===== src/mlp_input_gradient_unit_defines.svh =====
// Assertion macros used by the block's RTL.
`ifndef MLP_INPUT_GRADIENT_UNIT_DEFINES_SVH
`define MLP_INPUT_GRADIENT_UNIT_DEFINES_SVH
`define MIG_ASSERT_IMP(label, clk, rst_n, ante, cons) \
  label: assert property (@(posedge clk) disable iff (!rst_n) (ante) |-> (cons)) \
    else $error("assertion failed");
`define MIG_ASSERT_NEXT(label, clk, rst_n, ante, cons) \
  label: assert property (@(posedge clk) disable iff (!rst_n) (ante) |=> (cons)) \
    else $error("assertion failed");
`endif


===== src/mig_pkg.sv =====
package mig_pkg;
  localparam int MaxInputs = 16;
  localparam int MaxWidth = 16;
  localparam int MaxLayers = 4;
  localparam int WeightDepth = 2048;
  localparam int NodeDepth = MaxLayers * MaxWidth;
  localparam int JacDepth = NodeDepth * MaxInputs;
  localparam int WAddrW = $clog2(WeightDepth);
  localparam int NodeW = $clog2(NodeDepth);
  localparam int JacW = $clog2(JacDepth);
  localparam int InW = $clog2(MaxInputs);
  localparam int CntW = $clog2(MaxWidth + 1);
  localparam int LayW = $clog2(MaxLayers);
  localparam logic signed [31:0] QOne = 32'sh0100_0000;

  typedef enum logic [1:0] {
    OP_LOAD_WEIGHT = 2'd0,
    OP_LOAD_INPUT  = 2'd1,
    OP_COMPUTE     = 2'd2
  } op_e;

  typedef enum logic [1:0] {
    MODE_LOGISTIC = 2'd0,
    MODE_TANH     = 2'd1,
    MODE_RELU     = 2'd2
  } mode_e;

  typedef enum logic [2:0] {
    REG_MODE    = 3'd0,
    REG_INPUTS  = 3'd1,
    REG_LAYERS  = 3'd2,
    REG_WIDTH_1 = 3'd3,
    REG_WIDTH_2 = 3'd4,
    REG_WIDTH_3 = 3'd5,
    REG_WIDTH_4 = 3'd6
  } reg_e;

  typedef enum logic [3:0] {
    ST_IDLE,
    ST_FWD_BIAS,
    ST_FWD_MAC,
    ST_FWD_ACT,
    ST_DER,
    ST_JAC_INIT,
    ST_JAC_MAC,
    ST_JAC_SCALE,
    ST_JAC_STORE,
    ST_EMIT
  } state_e;

  // Multiply-accumulate command from the sequencer.
  typedef struct packed {
    logic clear;
    logic load_bias;
    logic mac;
  } mac_ctl_t;

  function automatic logic [CntW-1:0] clamp_cnt(input logic [4:0] v);
    logic [CntW-1:0] r;
    if (v == 5'd0) r = CntW'(1);
    else if (32'(v) > MaxWidth) r = CntW'(MaxWidth);
    else r = CntW'(v);
    return r;
  endfunction

  function automatic logic signed [31:0] sat32(input logic signed [47:0] v);
    logic signed [31:0] r;
    if (v > 48'sh0000_7FFF_FFFF) r = 32'sh7FFF_FFFF;
    else if (v < -48'sh0000_8000_0000) r = 32'sh8000_0000;
    else r = v[31:0];
    return r;
  endfunction

  function automatic logic signed [35:0] plan_logistic(input logic signed [35:0] x);
    logic signed [35:0] ax;
    logic signed [35:0] y;
    ax = x[35] ? -x : x;
    if (ax >= 36'sd83886080) y = 36'sd16777216;
    else if (ax >= 36'sd39845888) y = (ax >>> 5) + 36'sd14155776;
    else if (ax >= 36'sd16777216) y = (ax >>> 3) + 36'sd10485760;
    else y = (ax >>> 2) + 36'sd8388608;
    return x[35] ? 36'sd16777216 - y : y;
  endfunction

  function automatic logic signed [31:0] activate(input mode_e m,
                                                   input logic signed [31:0] x);
    logic signed [35:0] t;
    logic signed [31:0] r;
    case (m)
      MODE_LOGISTIC: begin
        t = plan_logistic(36'(x));
        r = t[31:0];
      end
      MODE_TANH: begin
        t = plan_logistic(36'(x) <<< 1);
        t = (t <<< 1) - 36'sd16777216;
        r = t[31:0];
      end
      default: r = x[31] ? 32'sd0 : x;
    endcase
    return r;
  endfunction
endpackage


===== src/mig_mac.sv =====
module mig_mac import mig_pkg::*; (
  input  logic               clk_i,
  input  logic               rst_ni,
  input  mac_ctl_t           ctl_i,
  input  logic signed [31:0] a_i,
  input  logic signed [31:0] b_i,
  output logic signed [31:0] sat_o,
  output logic signed [31:0] prod_o
);
  logic signed [63:0] prod;
  logic signed [47:0] acc_q, acc_d;
  logic signed [47:0] rnd;

  assign prod = 64'(a_i) * 64'(b_i) + 64'sd8388608;
  assign rnd = 48'(prod >>> 24);
  assign prod_o = sat32(rnd);

  always_comb begin
    acc_d = acc_q;
    if (ctl_i.clear) acc_d = '0;
    else if (ctl_i.load_bias) acc_d = 48'(a_i);
    else if (ctl_i.mac) acc_d = acc_q + rnd;
  end

  always_ff @(posedge clk_i or negedge rst_ni) begin
    if (!rst_ni) acc_q <= '0;
    else acc_q <= acc_d;
  end

  assign sat_o = sat32(acc_q);
endmodule


===== config.mk =====
export PLATFORM = sky130hd
export DESIGN_NAME = mig_mac
export DESIGN_NICKNAME = d
export VERILOG_FILES = /design/src/mlp_input_gradient_unit_defines.svh /design/src/mig_pkg.sv /design/src/mig_mac.sv
export SDC_FILE = /design/constraint.sdc
export NUM_CORES = 2
export LEC_CHECK = 0
export ABC_AREA = 1
export BUFFER_PORTS_ARGS = -buffer_cell sky130_fd_sc_hd__buf_2
export CAP_MARGIN = 40
export CORE_MARGIN = 1.5
export CORE_UTILIZATION = 35
export DETAILED_ROUTE_END_ITERATION = 10
export PLACE_DENSITY = 0.51
export SYNTH_ARGS = -nofsm -noshare
export SYNTH_HDL_FRONTEND = slang
export SYNTH_SLANG_ARGS = --single-unit

===== constraint.sdc =====
create_clock -name clk_i -period 12.2 [get_ports clk_i]
set_clock_uncertainty 0.2 [all_clocks]
set_input_delay 1.22 -clock clk_i [delete_from_list [all_inputs] [get_ports clk_i]]
set_output_delay 1.22 -clock clk_i [all_outputs]
set_load 0.005 [all_outputs]

==> results.yml <==
clock_tree:
  clockBufferDepth: 2
  insertion_delay_ps: 320
  clock_sinks: 48
  postCtsHoldBufs: 0
  clk_pin_slew_worst_paths_ps: 80
  root_buffer: "clkbuf_16"
  cts_setup_buffers: 0
  tritoncts: "yes"
  htree_levels: 2
  cts_buffers: 5
setup_path:
  crit_slowest_cell: "fa_1"
  r2r-start: "acc_q[2]"
  worst_ep_required_time_ps: 10780
  cp_data_arrival_time_ps: 10010
  path_max_fanout: 31
  slowest_delay_ps: 1010
  critPathLaunchType: "primary input"
  path_class: "primary input to primary output"
  cp-startpoint: "a_i[31]"
  critPathCaptureType: "primary output"
  cp_common_cell: "nand2_1"
placement:
  dp_hpwl_um: 124700
  pre_cts_slack_ps: 533.7
  place.gp.congestion: 0.9631
  numPortBuffers: 132
  dp_cells: 7367
synthesis:
  syn_avg_cell_area_sq_um: 7.574
  synth_flop_cell: "dfrtp_1"
  yosysSeqAreaShare_pct: 2.767
  netlist_instances: 5731
  ys_seq_elements: 48
  synth_enable_flop_cells: 0
  synth_cell_type_count: 41
  synthArstFlopShare_pct: 100.0
  yosys_warnings: 0
  syn-num-nets: 7108
  netlist_area_sq_um: 43410
cells_and_area:
  top_register: "acc_q"
  num-nets-final: 7114
  reg_top3: "acc_q (48)"
  largest_reg_flops: 48
  layout_commonest_cell: "inv_1"
  most-common-layout-cells: "inv_1, nand2_1, fa_1, ha_1, nor2_1"
  area_growth_pct: 6.736
  layoutNonFillerInstCount: 7378
  layout-drive-gt1-share_pct: 5.124
detailed_routing:
  drcViolationCount: 0
  drtPass1Iterations: 7
  wl_per_cell_um: 19.88
  drt-total-wl_um: 146600
  drtIter0Drc: 2398
  vias: 34985
  ant_nets: 0
  vias_per_cell: 4.742
timing:
  hold_slack_ps: 349.2
  layout_setup_ws_ps: 769.7
  fmax_mhz: 87.49
  final_max_slew_viol_count: 0
  hold_viol_final: 0
  setup_viol_count_final: 0
  fin_crit_ps: 11430
  rsz0062_at_grt: "false"
  setup_tns_ps: 0
  tightest_slew_ps: 926.4
  fin_crit_sh_pct: 93.69
  max_slew_margin_pct: 38.24
run_status:
  status: "finished, final reports clean"
floorplan:
  start_util_pct: 35.20
  die_w_um: 355.2
  ios: 133
  die_y_um: 355.2
  dieArea_sq_um: 126100
  core_area_sq_um: 123300
  row_count: 129
global_routing:
  antenna_found_initial: 6
  grt_pass1_wl_um: 229900
  first_global_vias: 37824
  gr-total-overflow: 0
  grt_max_degree: 51
  grt_use_total_pct: 24.01
min_path:
  min-delay-path-class: "register to register"
  holdCritStartpoint: "acc_q[42]"
run:
  drv_cap: 0
[layout make-up]
| class | count | area, sq um |
|---|---|---|
| antenna | 3 | 7.507 |
| tap | 1637 | 2048 |
| clock buffer | 6 | 138.9 |
| multi-input combinational | 3721 | 34810 |
| fill | 13241 | 76980 |
| clock inverter | 2 | 15.01 |
| inverter | 1718 | 6449 |
| timing repair buffer | 243 | 1659 |
| sequential | 48 | 1201 |
[repair_timing]
item,in CTS,in global routing
endpoints found under the hold margin,0,0
resized for setup,0,1
setup endpoints to repair,0,2
[cell usage after synthesis, types with 2 or more instances]
cell type  number  share of area, %
inv_1        1715                15
nand2_1      1599                14
fa_1         1083                50
clkbuf_1      230               2.0
ha_1          225               6.5
nor2_1        223               1.9
o21ai_0       160               1.8
a21oi_1       135               1.6
nand3_1        75              0.86
dfrtp_1        48               2.8
xor2_1         42              0.85
xnor2_1        21              0.42
o21bai_1       20              0.35
o22ai_1        17              0.24
nand2_2        14              0.20
nor3_1         14              0.16
nor2_2         12              0.17
nand4_1        11              0.16
a21o_1         10              0.17
a31oi_1        10              0.14
nor4_1          9              0.13
and3_1          8              0.12
buf_1           8             0.069
buf_6           6              0.16
or2_2           6             0.086
nand3b_1        4             0.069
nor3_2          4             0.092
o211ai_1        3             0.052
o21a_1          3             0.052
a21boi_0        2             0.035
a21boi_1        2             0.035
inv_2           2             0.017
o32ai_1         2             0.040
[through the flow]
stage / area (sq um) / util [%]
detailed placement: 46170 / 37.44
global placement: 46070 / 37.36
global route: 46330 / 37.57
CTS: 46320 / 37.57
finish: 46330 / 37.57
floorplan: 43410 / -
[layer usage]
metal	GRT usage [%]	wire (um)	up-vias
met5	0	26	-
met4	6.581	4996	4
met3	1.626	5973	191
met2	43.19	74400	864
met1	31.02	61250	17838
li1	-	-	16088
[logic make-up (layout without fill, tap and decap cells)]
family	after synthesis	in the layout	share of synthesized area (%)
simple gates	1981	1981	17.85
buf+inv	1962	1969	17.07
fa+ha+maj	1308	1308	56.43
compound gates	369	369	4.615
xor+xnor	63	63	1.271
flops	48	48	2.767
other cells	0	3	0
[final timing paths]
kind                             endpoint  slack [ps]  cells after the start
min in group asynchronous       acc_q[18]         850                      2
max in group asynchronous       acc_q[40]       10460                      2
worst min-delay path            acc_q[42]         350                      2
worst max-delay path            prod_o[0]         770                     32
worst max register to register  acc_q[27]        8560                     13
worst min register to register  acc_q[42]         350                      2
[critical path: cells and delay by family]
family / cells / cell delay [ps]
simple gates: 13 / 2040
fa+ha+maj: 9 / 5090
buf+inv: 10 / 1600
Power is not shown: default switching activity piles up to over one toggle a cycle in this logic, so the estimate is an artifact.
